===== config.mk =====
export PLATFORM = sky130hd
export DESIGN_NAME = rs485_rx_address_filter_framer_top_flat
export DESIGN_NICKNAME = d
export VERILOG_FILES = /design/src/sv/rxaf_pkg.sv /design/src/sv/rxaf_channels.sv /design/src/sv/rs485_rx_address_filter_framer_top.sv /design/src/sv/rxaf_csr.sv /design/src/sv/rxaf_dest_match.sv /design/src/sv/rxaf_framer.sv /design/src/flat_wrapper.sv
export SDC_FILE = /design/constraint.sdc
export NUM_CORES = 1
export LEC_CHECK = 0
export ABC_AREA = 1
export ABC_CLOCK_PERIOD_IN_PS = 2900
export BUFFER_PORTS_ARGS = -buffer_cell sky130_fd_sc_hd__buf_4
export CAP_MARGIN = 20
export CORE_MARGIN = 8
export CORE_UTILIZATION = 50
export CTS_CLUSTER_DIAMETER = 60
export DETAILED_ROUTE_END_ITERATION = 12
export GPL_TIMING_DRIVEN = 0
export PLACE_DENSITY = 0.82
export SYNTH_ARGS = -nofsm -noshare
export SYNTH_HDL_FRONTEND = slang
export SYNTH_SLANG_ARGS = --single-unit
export TNS_END_PERCENT = 20

===== constraint.sdc =====
create_clock -name clock -period 2.9 [get_ports clock]
set_input_delay 0.58 -clock clock [delete_from_list [all_inputs] [get_ports clock]]
set_output_delay 0.58 -clock clock [all_outputs]
set_load 0.02 [all_outputs]

===== src/sv/rxaf_pkg.sv =====
// shared types, constants and register codes for the rs485 receive address filter
package rxaf_pkg;

   // configuration port
   localparam int CSR_INDEX_WIDTH = 3;
   localparam int CSR_DATA_WIDTH  = 8;

   typedef enum logic [CSR_INDEX_WIDTH-1:0] {
      CSR_OWN_ADDRESS = 3'd0,
      CSR_GROUP_A     = 3'd1,
      CSR_GROUP_B     = 3'd2,
      CSR_GROUP_C     = 3'd3,
      CSR_GROUP_D     = 3'd4
   } rxaf_csr_index_type;

   // default sizes
   localparam int MAX_BYTES_DEFAULT  = 32;
   localparam int SLOT_COUNT_DEFAULT = 16;

   // address classes
   localparam logic [7:0] MCAST_MASK     = 8'hC0;
   localparam logic [7:0] RESERVED_MASK  = 8'hF0;
   localparam int         GROUP_WIDTH    = 6;
   localparam int         HEADER_LENGTH  = 2;

   typedef enum logic {
      CMD_BYTE = 1'b0,
      CMD_GAP  = 1'b1
   } rxaf_cmd_type;

   typedef struct packed {
      logic [7:0]             own_address;
      logic [GROUP_WIDTH-1:0] group_a;
      logic [GROUP_WIDTH-1:0] group_b;
      logic [GROUP_WIDTH-1:0] group_c;
      logic [GROUP_WIDTH-1:0] group_d;
   } rxaf_cfg_type;

   typedef struct packed {
      logic       cmd;
      logic [7:0] rx_byte;
      logic       slot_offered;
      logic [3:0] offered_slot;
   } rxaf_item_type;

   typedef struct packed {
      logic       write_en;
      logic [3:0] write_slot;
      logic [4:0] write_offset;
      logic [7:0] write_data;
      logic       slot_taken;
      logic       packet_done;
      logic [3:0] done_slot;
      logic [5:0] done_length;
      logic [7:0] overrun_count;
      logic [7:0] protocol_error_count;
   } rxaf_result_type;

endpackage


===== src/sv/rxaf_channels.sv =====
// request and response channel interfaces
interface rxaf_req_if;
   logic       valid;
   logic       ready;
   logic       cmd;
   logic [7:0] rx_byte;
   logic       slot_offered;
   logic [3:0] offered_slot;

   modport source (output valid, cmd, rx_byte, slot_offered, offered_slot, input ready);
   modport sink   (input valid, cmd, rx_byte, slot_offered, offered_slot, output ready);
endinterface

interface rxaf_rsp_if;
   logic       valid;
   logic       ready;
   logic       write_en;
   logic [3:0] write_slot;
   logic [4:0] write_offset;
   logic [7:0] write_data;
   logic       slot_taken;
   logic       packet_done;
   logic [3:0] done_slot;
   logic [5:0] done_length;
   logic [7:0] overrun_count;
   logic [7:0] protocol_error_count;

   modport source (output valid, write_en, write_slot, write_offset, write_data, slot_taken,
                   packet_done, done_slot, done_length, overrun_count,
                   protocol_error_count, input ready);
   modport sink   (input valid, write_en, write_slot, write_offset, write_data, slot_taken,
                   packet_done, done_slot, done_length, overrun_count,
                   protocol_error_count, output ready);
endinterface


===== src/sv/rs485_rx_address_filter_framer_top.sv =====
// top level of the rs485 receive address filter and packet framer
//
//   channel | direction | handshake             | carries
//   req_ch  | in        | valid / ready         | cmd, rx_byte, slot_offered, offered_slot
//   rsp_ch  | out       | valid / ready         | buffer write, slot claim, completion, counts
//   csr_*   | in        | csr_write_en          | csr_index, csr_write_data (no read-back)
//
// one transaction in, exactly one transaction out; a new request is taken every cycle unless the response stalls
// each request passes through the request register, then framer logic into the response register
// framer state advances when the request register moves into the response register
// a stalled response holds both stages; the request register still fills behind it
// reset is synchronous and clears configuration, framer state, counters and valids
module rs485_rx_address_filter_framer_top #(
   parameter int MAX_BYTES  = rxaf_pkg::MAX_BYTES_DEFAULT,
   parameter int SLOT_COUNT = rxaf_pkg::SLOT_COUNT_DEFAULT
) (
   input  logic                                 clock,
   input  logic                                 reset,
   rxaf_req_if.sink                             req_ch,
   rxaf_rsp_if.source                           rsp_ch,
   input  logic                                 csr_write_en,
   input  logic [rxaf_pkg::CSR_INDEX_WIDTH-1:0] csr_index,
   input  logic [rxaf_pkg::CSR_DATA_WIDTH-1:0]  csr_write_data
);

   rxaf_pkg::rxaf_cfg_type    cfg;
   rxaf_pkg::rxaf_item_type   req_item_ff;
   rxaf_pkg::rxaf_result_type rsp_result_ff;
   rxaf_pkg::rxaf_result_type step_result;
   logic                      req_valid_ff, req_valid_in;
   logic                      rsp_valid_ff, rsp_valid_in;
   logic                      req_accept;
   logic                      advance;
   logic                      dest_match;

   // configuration registers
   rxaf_csr u_csr (
      .clock          (clock),
      .reset          (reset),
      .csr_write_en   (csr_write_en),
      .csr_index      (csr_index),
      .csr_write_data (csr_write_data),
      .cfg            (cfg)
   );

   // handshake: request stage moves on when the response register is free or draining
   always_comb begin
      advance      = req_valid_ff && (!rsp_valid_ff || rsp_ch.ready);
      req_accept   = req_ch.valid && req_ch.ready;
      req_valid_in = req_accept ? 1'b1 : (advance ? 1'b0 : req_valid_ff);
      rsp_valid_in = advance ? 1'b1 : (rsp_ch.ready ? 1'b0 : rsp_valid_ff);
   end

   assign req_ch.ready = !req_valid_ff || advance;

   // request register, payload needs no reset
   always_ff @(posedge clock) begin
      if (req_accept) begin
         req_item_ff.cmd          <= req_ch.cmd;
         req_item_ff.rx_byte      <= req_ch.rx_byte;
         req_item_ff.slot_offered <= req_ch.slot_offered;
         req_item_ff.offered_slot <= req_ch.offered_slot;
      end
   end

   // destination filter looks at the registered byte
   rxaf_dest_match u_dest_match (
      .dest  (req_item_ff.rx_byte),
      .cfg   (cfg),
      .match (dest_match)
   );

   // framer state machine and counters
   rxaf_framer #(
      .MAX_BYTES  (MAX_BYTES),
      .SLOT_COUNT (SLOT_COUNT)
   ) u_framer (
      .clock      (clock),
      .reset      (reset),
      .step_en    (advance),
      .item       (req_item_ff),
      .dest_match (dest_match),
      .result     (step_result)
   );

   // response register
   always_ff @(posedge clock) begin
      if (advance) begin
         rsp_result_ff <= step_result;
      end
   end

   // valid flags
   always_ff @(posedge clock) begin
      if (reset) begin
         req_valid_ff <= 1'b0;
         rsp_valid_ff <= 1'b0;
      end else begin
         req_valid_ff <= req_valid_in;
         rsp_valid_ff <= rsp_valid_in;
      end
   end

   assign rsp_ch.valid                = rsp_valid_ff;
   assign rsp_ch.write_en             = rsp_result_ff.write_en;
   assign rsp_ch.write_slot           = rsp_result_ff.write_slot;
   assign rsp_ch.write_offset         = rsp_result_ff.write_offset;
   assign rsp_ch.write_data           = rsp_result_ff.write_data;
   assign rsp_ch.slot_taken           = rsp_result_ff.slot_taken;
   assign rsp_ch.packet_done          = rsp_result_ff.packet_done;
   assign rsp_ch.done_slot            = rsp_result_ff.done_slot;
   assign rsp_ch.done_length          = rsp_result_ff.done_length;
   assign rsp_ch.overrun_count        = rsp_result_ff.overrun_count;
   assign rsp_ch.protocol_error_count = rsp_result_ff.protocol_error_count;

endmodule


===== src/sv/rxaf_csr.sv =====
// configuration registers: own address and four multicast groups
module rxaf_csr (
   input  logic                                  clock,
   input  logic                                  reset,
   input  logic                                  csr_write_en,
   input  logic [rxaf_pkg::CSR_INDEX_WIDTH-1:0]  csr_index,
   input  logic [rxaf_pkg::CSR_DATA_WIDTH-1:0]   csr_write_data,
   output rxaf_pkg::rxaf_cfg_type                cfg
);

   rxaf_pkg::rxaf_cfg_type cfg_ff;
   rxaf_pkg::rxaf_cfg_type cfg_in;

   always_comb begin
      cfg_in = cfg_ff;
      if (csr_write_en) begin
         case (csr_index)
            rxaf_pkg::CSR_OWN_ADDRESS: cfg_in.own_address = csr_write_data;
            rxaf_pkg::CSR_GROUP_A: cfg_in.group_a = csr_write_data[rxaf_pkg::GROUP_WIDTH-1:0];
            rxaf_pkg::CSR_GROUP_B: cfg_in.group_b = csr_write_data[rxaf_pkg::GROUP_WIDTH-1:0];
            rxaf_pkg::CSR_GROUP_C: cfg_in.group_c = csr_write_data[rxaf_pkg::GROUP_WIDTH-1:0];
            rxaf_pkg::CSR_GROUP_D: cfg_in.group_d = csr_write_data[rxaf_pkg::GROUP_WIDTH-1:0];
            default: cfg_in = cfg_ff;
         endcase
      end
   end

   always_ff @(posedge clock) begin
      if (reset) begin
         cfg_ff <= '0;
      end else begin
         cfg_ff <= cfg_in;
      end
   end

   assign cfg = cfg_ff;

endmodule


===== src/sv/rxaf_dest_match.sv =====
// destination address filter: own, broadcast, promiscuous and multicast groups
module rxaf_dest_match (
   input  logic [7:0]             dest,
   input  rxaf_pkg::rxaf_cfg_type cfg,
   output logic                   match
);

   logic [rxaf_pkg::GROUP_WIDTH-1:0] group_id;
   logic                             direct_hit;
   logic                             is_mcast;
   logic                             group_hit;

   always_comb begin
      group_id   = dest[rxaf_pkg::GROUP_WIDTH-1:0];
      direct_hit = (dest == cfg.own_address) || (dest == 8'd0) || (cfg.own_address == 8'd0);
      is_mcast   = ((dest & rxaf_pkg::MCAST_MASK) == rxaf_pkg::MCAST_MASK)
                && ((dest & rxaf_pkg::RESERVED_MASK) != rxaf_pkg::RESERVED_MASK);
      group_hit  = (group_id == cfg.group_a) || (group_id == cfg.group_b)
                || (group_id == cfg.group_c) || (group_id == cfg.group_d);
      match      = direct_hit || (is_mcast && group_hit);
   end

endmodule


===== src/sv/rxaf_framer.sv =====
// framer state, error counters and per-transaction result logic
module rxaf_framer #(
   parameter int MAX_BYTES  = rxaf_pkg::MAX_BYTES_DEFAULT,
   parameter int SLOT_COUNT = rxaf_pkg::SLOT_COUNT_DEFAULT
) (
   input  logic                      clock,
   input  logic                      reset,
   input  logic                      step_en,
   input  rxaf_pkg::rxaf_item_type   item,
   input  logic                      dest_match,
   output rxaf_pkg::rxaf_result_type result
);

   localparam int         CountWidth = $clog2(MAX_BYTES + 1);
   localparam logic [CountWidth-1:0] CountMax   = CountWidth'(MAX_BYTES);
   localparam logic [CountWidth-1:0] CountStart = CountWidth'(rxaf_pkg::HEADER_LENGTH);
   localparam logic [7:0] SlotLimit  = 8'(SLOT_COUNT);

   logic [7:0]            source_hold_ff,  source_hold_in;
   logic                  receiving_ff,    receiving_in;
   logic [3:0]            current_slot_ff, current_slot_in;
   logic [CountWidth-1:0] byte_count_ff,   byte_count_in;
   logic                  ignoring_ff,     ignoring_in;
   logic [7:0]            overruns_ff,     overruns_in;
   logic [7:0]            size_errors_ff,  size_errors_in;

   logic [CountWidth+7:0] count_wide;
   logic                  slot_ok;

   always_comb begin
      count_wide      = {8'd0, byte_count_ff};
      slot_ok         = item.slot_offered && ({4'd0, item.offered_slot} < SlotLimit);

      source_hold_in  = source_hold_ff;
      receiving_in    = receiving_ff;
      current_slot_in = current_slot_ff;
      byte_count_in   = byte_count_ff;
      ignoring_in     = ignoring_ff;
      overruns_in     = overruns_ff;
      size_errors_in  = size_errors_ff;
      result          = '0;

      if (item.cmd == rxaf_pkg::CMD_GAP) begin
         if (receiving_ff) begin
            // source byte goes to offset zero together with completion
            result.packet_done  = 1'b1;
            result.done_slot    = current_slot_ff;
            result.done_length  = count_wide[5:0];
            result.write_en     = 1'b1;
            result.write_slot   = current_slot_ff;
            result.write_offset = 5'd0;
            result.write_data   = source_hold_ff;
         end
         source_hold_in  = 8'd0;
         receiving_in    = 1'b0;
         current_slot_in = 4'd0;
         byte_count_in   = '0;
         ignoring_in     = 1'b0;
      end else if (!ignoring_ff) begin
         if (source_hold_ff == 8'd0) begin
            source_hold_in = item.rx_byte;
         end else if (!receiving_ff) begin
            if (dest_match) begin
               if (slot_ok) begin
                  receiving_in        = 1'b1;
                  current_slot_in     = item.offered_slot;
                  byte_count_in       = CountStart;
                  result.slot_taken   = 1'b1;
                  result.write_en     = 1'b1;
                  result.write_slot   = item.offered_slot;
                  result.write_offset = 5'd1;
                  result.write_data   = item.rx_byte;
               end else begin
                  overruns_in = overruns_ff + 8'd1;
                  ignoring_in = 1'b1;
               end
            end else begin
               ignoring_in = 1'b1;
            end
         end else if (byte_count_ff < CountMax) begin
            result.write_en     = 1'b1;
            result.write_slot   = current_slot_ff;
            result.write_offset = count_wide[4:0];
            result.write_data   = item.rx_byte;
            byte_count_in       = byte_count_ff + CountWidth'(1);
         end else begin
            size_errors_in = size_errors_ff + 8'd1;
         end
      end

      result.overrun_count        = overruns_in;
      result.protocol_error_count = size_errors_in;
   end

   always_ff @(posedge clock) begin
      if (reset) begin
         source_hold_ff  <= 8'd0;
         receiving_ff    <= 1'b0;
         current_slot_ff <= 4'd0;
         byte_count_ff   <= '0;
         ignoring_ff     <= 1'b0;
         overruns_ff     <= 8'd0;
         size_errors_ff  <= 8'd0;
      end else if (step_en) begin
         source_hold_ff  <= source_hold_in;
         receiving_ff    <= receiving_in;
         current_slot_ff <= current_slot_in;
         byte_count_ff   <= byte_count_in;
         ignoring_ff     <= ignoring_in;
         overruns_ff     <= overruns_in;
         size_errors_ff  <= size_errors_in;
      end
   end

endmodule


===== src/flat_wrapper.sv =====
// flat-port wrapper written by rule: the top's interface ports become plain ports
module rs485_rx_address_filter_framer_top_flat 
#(
   parameter int MAX_BYTES  = rxaf_pkg::MAX_BYTES_DEFAULT,
   parameter int SLOT_COUNT = rxaf_pkg::SLOT_COUNT_DEFAULT
)
  (clock, reset, csr_write_en, csr_index, csr_write_data, req_ch_valid, req_ch_cmd, req_ch_rx_byte, req_ch_slot_offered, req_ch_offered_slot, req_ch_ready, rsp_ch_valid, rsp_ch_write_en, rsp_ch_write_slot, rsp_ch_write_offset, rsp_ch_write_data, rsp_ch_slot_taken, rsp_ch_packet_done, rsp_ch_done_slot, rsp_ch_done_length, rsp_ch_overrun_count, rsp_ch_protocol_error_count, rsp_ch_ready);
  rxaf_req_if req_ch_i ();
  rxaf_rsp_if rsp_ch_i ();
  input  logic clock;
  input  logic reset;
  input  logic csr_write_en;
  input  logic [rxaf_pkg::CSR_INDEX_WIDTH-1:0] csr_index;
  input  logic [rxaf_pkg::CSR_DATA_WIDTH-1:0] csr_write_data;
  input wire logic [$bits(req_ch_i.valid)-1:0] req_ch_valid;
  input wire logic [$bits(req_ch_i.cmd)-1:0] req_ch_cmd;
  input wire logic [$bits(req_ch_i.rx_byte)-1:0] req_ch_rx_byte;
  input wire logic [$bits(req_ch_i.slot_offered)-1:0] req_ch_slot_offered;
  input wire logic [$bits(req_ch_i.offered_slot)-1:0] req_ch_offered_slot;
  output wire logic [$bits(req_ch_i.ready)-1:0] req_ch_ready;
  output wire logic [$bits(rsp_ch_i.valid)-1:0] rsp_ch_valid;
  output wire logic [$bits(rsp_ch_i.write_en)-1:0] rsp_ch_write_en;
  output wire logic [$bits(rsp_ch_i.write_slot)-1:0] rsp_ch_write_slot;
  output wire logic [$bits(rsp_ch_i.write_offset)-1:0] rsp_ch_write_offset;
  output wire logic [$bits(rsp_ch_i.write_data)-1:0] rsp_ch_write_data;
  output wire logic [$bits(rsp_ch_i.slot_taken)-1:0] rsp_ch_slot_taken;
  output wire logic [$bits(rsp_ch_i.packet_done)-1:0] rsp_ch_packet_done;
  output wire logic [$bits(rsp_ch_i.done_slot)-1:0] rsp_ch_done_slot;
  output wire logic [$bits(rsp_ch_i.done_length)-1:0] rsp_ch_done_length;
  output wire logic [$bits(rsp_ch_i.overrun_count)-1:0] rsp_ch_overrun_count;
  output wire logic [$bits(rsp_ch_i.protocol_error_count)-1:0] rsp_ch_protocol_error_count;
  input wire logic [$bits(rsp_ch_i.ready)-1:0] rsp_ch_ready;
  assign req_ch_i.valid = req_ch_valid;
  assign req_ch_i.cmd = req_ch_cmd;
  assign req_ch_i.rx_byte = req_ch_rx_byte;
  assign req_ch_i.slot_offered = req_ch_slot_offered;
  assign req_ch_i.offered_slot = req_ch_offered_slot;
  assign req_ch_ready = req_ch_i.ready;
  assign rsp_ch_valid = rsp_ch_i.valid;
  assign rsp_ch_write_en = rsp_ch_i.write_en;
  assign rsp_ch_write_slot = rsp_ch_i.write_slot;
  assign rsp_ch_write_offset = rsp_ch_i.write_offset;
  assign rsp_ch_write_data = rsp_ch_i.write_data;
  assign rsp_ch_slot_taken = rsp_ch_i.slot_taken;
  assign rsp_ch_packet_done = rsp_ch_i.packet_done;
  assign rsp_ch_done_slot = rsp_ch_i.done_slot;
  assign rsp_ch_done_length = rsp_ch_i.done_length;
  assign rsp_ch_overrun_count = rsp_ch_i.overrun_count;
  assign rsp_ch_protocol_error_count = rsp_ch_i.protocol_error_count;
  assign rsp_ch_i.ready = rsp_ch_ready;
  rs485_rx_address_filter_framer_top #(.MAX_BYTES(MAX_BYTES), .SLOT_COUNT(SLOT_COUNT)) u_core (.clock(clock), .reset(reset), .req_ch(req_ch_i), .rsp_ch(rsp_ch_i), .csr_write_en(csr_write_en), .csr_index(csr_index), .csr_write_data(csr_write_data));
endmodule

# [Yosys cells after proc, flatten, opt, wreduce, memory -nomap -nowiden]
# Index checks and enable logic that the tools add are counted.
[word_totals] regBits=130 latch_bits=0 ramBits=0 romBits=0 inputBits=30 word_cells=137 mem_count=0
[op_classes] n_addsub=3 mul=0 n_div=0 n_lt_le_gt_ge=1 eq_ne=15 n_shift=0 n_mux=53 bitwise=1 reduce_logical=36
[ops] cell="2-to-1 mux 8 bit" count=14
[ops] cell="2-to-1 mux 19 bit" count=4
[ops] cell="2-to-1 mux 18 bit" count=4
[ops] cell="2-to-1 mux 6 bit" count=7
[ops] cell="== test 6 bit" count=4
[ops] cell="logical NOT 8 bit" count=3
[ops] cell="2-to-1 mux 4 bit" count=6
[ops] cell="2-to-1 mux 1 bit" count=17
[ops] cell="adder 8 x 1 -> 8 bit (second input constant)" count=2
[ops] cell="AND reduction 2 bit" count=6
[ops] cell="AND reduction 6 bit" count=2
[ops] cell="2-to-1 mux 11 bit" count=1
[ops] cell="nonzero test 2 bit" count=5
[ops] cell="== test 8 bit" count=1
[ops] cell="logical OR 1 bit" count=8
[ops] cell="adder 6 x 1 -> 6 bit (second input constant)" count=1
[ops] cell="== test 3 x 2 -> 1 bit (second input constant)" count=2
[ops] cell="less-than comparator 6 bit (second input constant)" count=1
[ops] cell="inequality test 2 x 1 -> 1 bit (second input constant)" count=3
[ops] cell="AND reduction 3 bit" count=2
[ops] cell="nonzero test 3 bit" count=2
[ops] cell="OR reduction 5 bit" count=1
[ops] cell="logical AND 1 bit" count=4
[ops] cell="inequality test 4 bit (second input constant)" count=1
[ops] cell="other kinds (7)" count=8

# [Depth between registers and ports, before layout]
# Gate-level depths: netlist of run 1.
[depth] ltp_word=11 depth_mapped=14 depth_no_buf=13

# [Hierarchy]
# A second synthesis of run 1 with hierarchy kept.
[hier_totals] hier_cells=811 area_unflattened_um2=6249.7
[by_module_without_submodules] mod="rxaf_framer" n_inst=1 cells_per_inst=405 area_each_um2=2423.6 seq_area_each_um2=720.7
[by_module_without_submodules] mod="rs485_rx_address_filter_framer_top" n_inst=1 cells_per_inst=72 area_each_um2=1893.1 seq_area_each_um2=1841.8
[by_module_without_submodules] mod="rxaf_csr" n_inst=1 cells_per_inst=196 area_each_um2=1322.5 seq_area_each_um2=640.6
[by_module_without_submodules] mod="rxaf_dest_match" n_inst=1 cells_per_inst=138 area_each_um2=610.6 seq_area_each_um2=0.0

# [Least setup slack after synthesis of run 1]
# Ideal clock, no wire load.
[synth_path] path_kind="input to register" from="in rsp_ch_ready" to="reg u_core.rsp_result_ff (netlist bit u_core.rsp_ch.done_length[0]) (enable)" setup_ns=0.429 t_arrival_ns=2.392 required_time_ns=2.471 slack_ns=0.079 path_stages=5 path_buffers=1 path_cell_list="inv_1 > nand2_1 > nand2_1 > inv_1 > clkbuf_1"
[synth_between] elab_chain_len=2
[synth_lines] item="from (decl)" line_no="flat_wrapper.sv:32" rtl="input wire logic [$bits(rsp_ch_i.ready)-1:0] rsp_ch_ready;"
[synth_lines] item="logical OR 1 bit" line_no="rs485_rx_address_filter_framer_top.sv:48" rtl="advance = req_valid_ff && (!rsp_valid_ff || rsp_ch.ready);"
[synth_lines] item="logical AND 1 bit" line_no="rs485_rx_address_filter_framer_top.sv:48"
[synth_lines] item="via u_core.advance" line_no="rs485_rx_address_filter_framer_top.sv:33" rtl="logic advance;"
[synth_lines] item="to (signal assigned)" line_no="rs485_rx_address_filter_framer_top.sv:89" rtl="rsp_result_ff <= step_result;"
[synth_lines] item="to (decl)" line_no="rs485_rx_address_filter_framer_top.sv:28" rtl="rxaf_pkg::rxaf_result_type rsp_result_ff;"
# The timed path passes the listed nets, and every way through them passes these cells.
# A chain may end at the register's enable or synchronous reset.

==> flow_summary.json, run 1 <==
{
  "grt.total_usage_pct": 18.1,
  "vdd_drop_max_v": 0.000332,
  "p_seq_share_pct": 43.1,
  "max_freq_ghz": 0.472,
  "ctsLongestPathBuffers": 2,
  "final_antenna_net_count": 0,
  "rows": 40,
  "drive_gt1_share_pct": 20.0,
  "grt_pass1_vias": 4875,
  "area_delta_synth_final_pct": 23.3,
  "cts_htree_levels": 4,
  "cp-end-kind": "flip-flop",
  "viasPerCell": 5.26,
  "cts_setup_buffers": 0,
  "status": "complete, no violations",
  "die_w_um": 125,
  "multi_input_area_sq_um": 2250,
  "p_switching_mw": 1.22,
  "critPathSlowestCell": "edfxtp_1",
  "synth_fp_nets": 724,
  "clkTransAtPathRegs_ns": 0.06,
  "min_path_cells": 1,
  "grt_pass1_wl_um": 23100,
  "wl_per_cell_um": 14.9,
  "place_ws_ns": 0.572,
  "ys_ff_latch": 130,
  "design.die.area_sq_um": 15700,
  "yosysSeqAreaShare_pct": 53.6,
  "setup_ws_ns": 0.781,
  "synthArstFlopShare_pct": 0,
  "io_pins": 78,
  "worst_slew_pin_slew_ns": 0.808,
  "critPathKind": "reg2reg",
  "vias": 4983,
  "slew_viol_final": 0,
  "power.total_mw": 4.83,
  "syn_area_per_cell_sq_um": 8.65,
  "filler_cell_count": 925,
  "dpl.hpwl_um": 9750,
  "netlist_area_sq_um": 5970,
  "startpoint_type": "flip-flop",
  "core_sq_um": 11900,
  "period_minus_slack_ns": 2.12,
  "critPathRequiredTime_ns": 3.04,
  "gp_congestion": 0.881,
  "grt_antenna_before_repair": 0,
  "synth_edf_count": 60,
  "firstDrtPassIters": 5,
  "slowest_delay_ns": 0.38,
  "setup_viol": 0,
  "clock_latency_ns": 0.42,
  "cts_inserted_buffers": 17,
  "seq_area_sq_um": 3200,
  "syn-instance-count": 691,
  "relSlewSlack_pct": 46.2,
  "grt_start_max_net_pins": 31,
  "cp_common_cell": "nand2_4",
  "arrival_ns": 2.26,
  "combPwrFrac_pct": 11.8,
  "cts_hold_buffers": 0,
  "post_cts_resized": 0,
  "path_cells": "buf_6 -> inv_2 -> nand2_1 -> nand2_1 -> nor2_1 -> nand3_1 -> nand2_2 -> o21ai_4 -> nand2_4 -> nand2_4 -> nand2_4 -> nand3_4 -> o22ai_2",
  "swShare_pct": 25.4,
  "hold_path.class": "in2reg",
  "p_per_area_nw_per_um2": 655,
  "utilization_pct": 62.1,
  "drv_cap": 0,
  "ys.flop_type": "dfxtp_1",
  "antenna_cells": 0,
  "rsz0062_at_grt": "false",
  "io_buffers": 77,
  "r2r_cells": 13,
  "initial_utilization_pct": 50.4,
  "hold_viol": 0,
  "chipHeight_um": 125,
  "final.period_utilization_pct": 73.1,
  "grt.overflow.total": 0,
  "p_int_mw": 3.60,
  "yosys_warnings": 0,
  "root_buffer": "clkbuf_16",
  "synth_cell_types": 41,
  "final_nets": 821,
  "fin_skew_ns": 0.00922,
  "route.detailed.drc": 0,
  "cp_max_fo": 10,
  "cellLeakagePower_nw": 3.11,
  "clkSinkCount": 130,
  "detail_route.iter0.violations": 387,
  "totalWireLength_um": 14100,
  "cts_tree": "done",
  "clkPwrFrac_pct": 45.1
}
-- registers in the layout (all words and copies together), names as in the netlist, 4 cells and up --
register,count
u_core.req_item_ff,14
u_core.rsp_ch.done_length,6
u_core.rsp_ch.done_slot,4
u_core.rsp_ch.overrun_count,8
u_core.rsp_ch.protocol_error_count,8
u_core.rsp_ch.write_data,8
u_core.rsp_ch.write_offset,5
u_core.rsp_ch.write_slot,4
u_core.u_csr.cfg,32
u_core.u_framer.byte_count_ff,6
u_core.u_framer.current_slot_ff,4
u_core.u_framer.overruns_ff,8
u_core.u_framer.size_errors_ff,8
u_core.u_framer.source_hold_ff,8
-- synthesized netlist by cell type (12+ instances only) --
cell	count	share of area, %
xor2_1	12	1.8
o21ai_0	55	4.6
nand3_1	24	2.0
nand2_1	131	8.2
nor2_1	72	4.5
inv_1	87	5.5
a21oi_1	62	5.2
dfxtp_1	70	23
edfxtp_1	60	30
nand4_1	17	1.8
clkbuf_1	14	0.88
-- final cells by class --
class                   instances  share of cell area (%)
plain buffers                  26                    2.17
clock buffers                  20                    6.06
repair buffers                 78                    8.22
multi-input cells             439                    30.5
flip-flops and latches        130                    43.5
inverters                      96                    4.96
clock inverters                12                    2.11
well taps                     147                    2.50
-- critical path, delay by kind of cell, from the launching register on --
family	cells	cell delay, ns
DFF	1	0.38
AOI/OAI and AO/OA	2	0.36
buffers and inverters	2	0.25
and+or+nand+nor	9	0.85
-- worst paths after layout --
| kind | from | to | slack [ns] |
|---|---|---|---|
| worst max-delay path | u_core.req_item_ff[8] | u_core.rsp_ch.write_data[0] | 0.78 |
| worst min register to register | u_core.u_csr.cfg[20] | u_core.u_csr.cfg[20] | 0.47 |
| worst min-delay path | req_ch_offered_slot[0] | u_core.req_item_ff[0] | 0.34 |
| worst max register to register | u_core.req_item_ff[8] | u_core.rsp_ch.write_data[0] | 0.78 |
-- kinds of logic after synthesis --
logic type	synth area share [%]
adders and majority gates	0.628
xor gates and xnor gates	2.93
AOI/OAI and AO/OA	13.1
buffers and inverters	8.77
DFF	53.6
and+or+nand+nor	21.0
-- power groups by stage --
| stage | logic [mW] | clock network [mW] | registers, mW |
|---|---|---|---|
| final | 0.568 | 2.18 | 2.08 |
| after global routing | 0.624 | 2.27 | 2.09 |
| after CTS | 0.565 | 2.19 | 2.08 |
| after detailed placement | 0.557 | 0 | 2.11 |
| after global placement | 0.540 | 0 | 2.11 |
| after floorplan | 0.331 | 0 | 2.15 |
-- per-layer routing --
metal,vias to the layer above,track usage [%],wire length [um]
met5,-,0,0
met4,0,9.24,312
met3,31,4.80,806
met2,172,29.4,6850
met1,2300,21.7,6150
li1,2480,-,-
-- placed cells by master (no fill, tap or decap), types with 4 or more instances in the layout --
cell,count
inv_2,6
xor2_1,12
buf_6,7
o21ai_0,55
nand4_1,17
nor3_1,7
o21ai_1,4
clkbuf_16,17
nand3_1,24
nor2_2,6
xnor2_1,8
buf_4,79
a21oi_1,62
nor4_1,5
dfxtp_1,70
clkbuf_1,15
nor2_1,72
a31o_2,4
inv_1,87
nand2_1,131
o22ai_2,8
edfxtp_1,60
-- metrics by stage --
step           instance area, sq um  std cells  hold slack, ns  setup TNS (ns)
3_3_place_gp                   6740        915           0.453          -37.52
3_5_place_dp                   6770        916           0.460               0
2_1_floorplan                  5970        691           0.437               0
4_1_cts                        7370        948           0.326               0
6_report                       7370        948           0.336               0
5_1_grt                        7370        948           0.323               0
(Power assumes the default switching activity.)
==> run 2: changes to the inputs <==
--- a/config.mk
+++ b/config.mk
@@ -6,7 +6,7 @@
 export NUM_CORES = 1
 export LEC_CHECK = 0
 export ABC_AREA = 1
-export ABC_CLOCK_PERIOD_IN_PS = 2900
+export ABC_CLOCK_PERIOD_IN_PS = 2100
 export BUFFER_PORTS_ARGS = -buffer_cell sky130_fd_sc_hd__buf_4
 export CAP_MARGIN = 20
 export CORE_MARGIN = 8
@@ -14,7 +14,7 @@
 export CTS_CLUSTER_DIAMETER = 60
 export DETAILED_ROUTE_END_ITERATION = 12
 export GPL_TIMING_DRIVEN = 0
-export PLACE_DENSITY = 0.82
+export PLACE_DENSITY = 0.8
 export SYNTH_ARGS = -nofsm -noshare
 export SYNTH_HDL_FRONTEND = slang
 export SYNTH_SLANG_ARGS = --single-unit
==> constraint.sdc (replaced) <==
create_clock -name clock -period 2.1 [get_ports clock]
set_input_delay 0.42 -clock clock [delete_from_list [all_inputs] [get_ports clock]]
set_output_delay 0.42 -clock clock [all_outputs]
set_load 0.02 [all_outputs]
==> flow_summary.json, run 2 (synthesized netlist as in run 1, its figures left out) <==
{
  "fin_area_sq_um": 7400,
  "critPathRequiredTime_ns": 2.25,
  "rows": 40,
  "route.detailed.drc": 0,
  "rrSetupSlack_ns": 0.06,
  "grt.overflow.total": 0,
  "p_per_area_nw_per_um2": 898,
  "ctsLongestPathBuffers": 2,
  "hold_path.class": "in2reg",
  "antenna_cells": 0,
  "grt_start_max_net_pins": 31,
  "io_buffers": 77,
  "hp-start": "req_ch_rx_byte[5]",
  "worst_slew_pin_slew_ns": 0.726,
  "period_minus_slack_ns": 2.04,
  "critPathKind": "reg2reg",
  "status": "complete, no violations",
  "grt_antenna_before_repair": 0,
  "power.total_mw": 6.65,
  "final.period_utilization_pct": 97.2,
  "cellLeakagePower_nw": 3.11,
  "post_dp_cell_area_sq_um": 6760,
  "setup_viol": 0,
  "fin_skew_ns": 0.00893,
  "root_buffer": "clkbuf_16",
  "grt.total_usage_pct": 18.1,
  "cp_max_fo": 10,
  "vdd_drop_max_v": 0.000642,
  "core_sq_um": 11900,
  "startpoint": "u_core.req_item_ff[9]",
  "final_antenna_net_count": 0,
  "final_nets": 823,
  "final_cell_mix": "131 x nand2_1, 87 x inv_1, 81 x buf_4",
  "io_pins": 78,
  "initial_utilization_pct": 50.4,
  "drive_gt1_share_pct": 20.7,
  "grt_pass1_vias": 4666,
  "drv_cap": 0,
  "r2r_cells": 13,
  "detail_route.iter0.violations": 446,
  "slew_viol_final": 0,
  "vias": 4929,
  "dp.cells": 916,
  "rsz0062_at_grt": "true",
  "dpl.hpwl_um": 9880,
  "firstDrtPassIters": 5,
  "area_delta_synth_final_pct": 23.8,
  "design.die.area_sq_um": 15700,
  "rr_startpoint": "u_core.req_item_ff[9]",
  "viasPerCell": 5.19,
  "largest_reg_flops": 32,
  "hold_viol": 0,
  "cts_inserted_buffers": 17,
  "holdWs_ns": 0.175,
  "layout_commonest_cell": "nand2_1",
  "chipHeight_um": 125,
  "multi_input_area_sq_um": 2260,
  "grt_pass1_wl_um": 22800,
  "clock_latency_ns": 0.42,
  "startpoint_type": "flip-flop",
  "totalWireLength_um": 14000,
  "cts_tree": "done",
  "stdcell_count": 950,
  "min_to": "u_core.req_item_ff[10]",
  "clkTransAtPathRegs_ns": 0.06,
  "die_w_um": 125,
  "min_path_cells": 1,
  "max_freq_ghz": 0.490,
  "clkSinkCount": 130,
  "seq_area_sq_um": 3200,
  "arrival_ns": 2.19,
  "cts_htree_levels": 4,
  "relSlewSlack_pct": 51.6,
  "gp_congestion": 0.857,
  "wl_per_cell_um": 14.8,
  "filler_cell_count": 1004,
  "cp-end-kind": "flip-flop",
  "r2r_end": "u_core.rsp_ch.write_data[3]"
}
[run 2: layout make-up]
class	instances	area share, %
clock buffers	21	6.51
plain buffers	26	2.17
multi-input cells	439	30.5
well taps	147	2.49
inverters	96	4.97
flip-flops and latches	130	43.3
repair buffers	80	8.29
clock inverters	11	1.73
[run 2: metrics by stage]
step | worst slack, ns | setup TNS (ns) | util [%]
detailed placement | -0.0558 | -1.20 | 57.0
finish | 0.0593 | 0 | 62.4
global route | -0.0348 | -0.168 | 62.4
CTS | 0.0252 | 0 | 62.1
global placement | -0.257 | -13.55 | 56.8
floorplan | 0.218 | 0 | -
[run 2: repair_timing]
item                                    4_1_cts  5_1_grt
hold buffers                                  0        0
endpoints found under the setup margin        0       36
setup buffers                                 0        2
resized for setup                             0        4
[run 2: routing by layer]
layer  GRT usage [%]  wire length (um)
met1            21.5              6030
met2            29.9              6940
met3            5.65               872
met4            7.16               196
met5               0                 0
[run 2: critical path, cell delays in order, from the launching register on]
cell and delay (ns):
edfxtp_1 0.38, buf_6 0.16, inv_4 0.07, nand2_1 0.05, nand2_1 0.06, nor2_1 0.04
nand3_1 0.07, nand2_1 0.08, o21ai_4 0.24, nand2_4 0.14, nand2_4 0.12, nand2_4 0.07
nand3_4 0.18, o22ai_2 0.10
[run 2: worst max path at each step]
stage / end / slack [ns] / depth (start not counted)
after floorplan: u_core.rsp_ch.done_length[0] / 0.22 / 5
after global placement: u_core.rsp_ch.done_length[0] / -0.26 / 6
after detailed placement: u_core.rsp_ch.write_data[5] / -0.06 / 7
after CTS: u_core.rsp_ch.write_data[3] / 0.03 / 13
after global routing: u_core.rsp_ch.write_data[3] / -0.03 / 13
final: u_core.rsp_ch.write_data[3] / 0.06 / 13
[run 2: report_power, final]
group	switching, mW	internal, mW	total [mW]
sequential	0.0772	2.79	2.87
clock	1.11	1.88	3.00
combinational	0.503	0.277	0.780
total	1.69	4.95	6.65
==> run 3: changes to the inputs <==
--- a/config.mk
+++ b/config.mk
@@ -11,6 +11,7 @@
 export CAP_MARGIN = 20
 export CORE_MARGIN = 8
 export CORE_UTILIZATION = 50
+export CTS_BUF_LIST = sky130_fd_sc_hd__clkbuf_4
 export CTS_CLUSTER_DIAMETER = 60
 export DETAILED_ROUTE_END_ITERATION = 12
 export GPL_TIMING_DRIVEN = 0
==> flow_summary.json, run 3 (synthesized netlist as in run 1, its figures left out) <==
{
  "clkPwrFrac_pct": 32.7,
  "crit_cells": 7,
  "setup_ws_ns": 0.115,
  "die_w_um": 125,
  "post_dp_cell_area_sq_um": 6760,
  "slew_viol_final": 0,
  "grt_start_max_net_pins": 31,
  "core_sq_um": 11900,
  "chipHeight_um": 125,
  "clkSinkCount": 130,
  "dp.cells": 916,
  "path_buf_inv": 2,
  "period_minus_slack_ns": 1.98,
  "crit_path_end": "u_core.rsp_ch.overrun_count[7]",
  "r2r_end": "u_core.rsp_ch.overrun_count[7]",
  "layout_commonest_cell": "nand2_1",
  "viasPerCell": 5.11,
  "fin_skew_ns": 0.0208,
  "grt_pass1_wl_um": 22500,
  "detail_route.iter0.violations": 475,
  "grt_pass1_vias": 4609,
  "final_nets": 838,
  "power.total_mw": 5.46,
  "worst_slew_pin_slew_ns": 0.701,
  "final.period_utilization_pct": 94.5,
  "arrival_ns": 2.30,
  "final_antenna_net_count": 0,
  "hold_path.class": "in2reg",
  "io_pins": 78,
  "grt_antenna_before_repair": 0,
  "hp-start": "req_ch_offered_slot[2]",
  "p_per_area_nw_per_um2": 756,
  "vias": 4934,
  "setup_viol": 0,
  "startpoint_type": "flip-flop",
  "p_seq_share_pct": 52.5,
  "firstDrtPassIters": 5,
  "tns_ns": 0,
  "area_delta_synth_final_pct": 20.9,
  "totalWireLength_um": 13900,
  "critPathRequiredTime_ns": 2.41,
  "r2r_cells": 7,
  "path_cells": "inv_1 -> nor3_1 -> nand3_1 -> nor3_1 -> nand2_1 -> xor2_1 -> inv_1",
  "status": "complete, no violations",
  "holdWs_ns": 0.0553,
  "relSlewSlack_pct": 53.2,
  "hold_viol": 0,
  "drv_cap": 0,
  "combPwrFrac_pct": 14.9,
  "root_buffer": "clkbuf_4",
  "critPathSlowestCell": "dfxtp_1",
  "largest_reg_flops": 32,
  "clock_latency_ns": 0.55,
  "gp_congestion": 0.857,
  "design.die.area_sq_um": 15700,
  "initial_utilization_pct": 50.4,
  "fin_area_sq_um": 7230,
  "vdd_drop_max_v": 0.000463,
  "clkTransAtPathRegs_ns": 0.11,
  "cellLeakagePower_nw": 3.03,
  "startpoint": "u_core.u_framer.overruns_ff[2]",
  "route.detailed.drc": 0,
  "rows": 40,
  "rrSetupSlack_ns": 0.12,
  "cp-end-kind": "flip-flop",
  "grt.overflow.total": 0,
  "dpl.hpwl_um": 9880,
  "p_int_mw": 3.92,
  "cp_top_family": "simple AND/OR/NAND/NOR gates",
  "p_switching_mw": 1.54,
  "swShare_pct": 28.1,
  "drive_gt1_share_pct": 20.3,
  "rr_startpoint": "u_core.u_framer.overruns_ff[2]",
  "io_buffers": 77,
  "cts_tree": "done",
  "wl_per_cell_um": 14.4,
  "cts_htree_levels": 4,
  "final_cell_mix": "131 x nand2_1, 87 x inv_1, 82 x buf_4",
  "stdcell_count": 965,
  "max_freq_ghz": 0.504,
  "place_ws_ns": -0.0558,
  "utilization_pct": 60.9,
  "critPathKind": "reg2reg",
  "antenna_cells": 0,
  "cp_max_fo": 3,
  "ctsLongestPathBuffers": 2,
  "cts_inserted_buffers": 17,
  "rsz0062_at_grt": "true",
  "grt.total_usage_pct": 17.8,
  "slowest_delay_ns": 0.38
}
==> run 3: timing repair <==
item | CTS | global route
buffers inserted | 0 | 3
setup endpoints to repair | 0 | 34
hold buffers | 13 | 0
resized for setup | 0 | 2
endpoints found under the hold margin | 13 | 0
==> run 3: final cells by class <==
| cell class | instances | area [sq um] |
|---|---|---|
| sequential | 130 | 3200 |
| timing repair buffer | 94 | 751 |
| fill | 1051 | 4640 |
| multi-input combinational | 440 | 2260 |
| tap | 147 | 184 |
| buffer | 26 | 160 |
| clock inverter | 14 | 165 |
| clock buffer | 18 | 135 |
| inverter | 96 | 365 |
==> run 3: how the worst min path moves through the flow <==
stage,endpoint,slack [ns],cells past startpoint
global route,u_core.req_item_ff[2],0.02,1
global placement,u_core.u_csr.cfg[15],0.45,2
floorplan,u_core.u_csr.cfg[6],0.44,2
finish,u_core.req_item_ff[2],0.06,1
CTS,u_core.req_item_ff[2],0.0005,1
detailed placement,u_core.u_csr.cfg[9],0.46,2
==> run 3: metal layers <==
| layer | routed length, um | vias up | global-route usage, % | part of all wire [%] |
|---|---|---|---|---|
| met5 | 0 | - | 0 | 0 |
| met4 | 197 | 0 | 6.59 | 1.4 |
| met3 | 852 | 15 | 5.31 | 6.1 |
| met2 | 6850 | 147 | 29.5 | 49 |
| met1 | 6040 | 2258 | 21.4 | 43 |
| li1 | - | 2514 | - | - |
==> run 3: power by group through the flow <==
stage | registers, mW | logic, mW | clock network (mW)
after floorplan | 2.96 | 0.458 | 0
after global placement | 2.92 | 0.744 | 0
after detailed placement | 2.92 | 0.766 | 0
after CTS | 2.86 | 0.788 | 1.83
after global routing | 2.88 | 0.893 | 1.91
final | 2.86 | 0.813 | 1.78
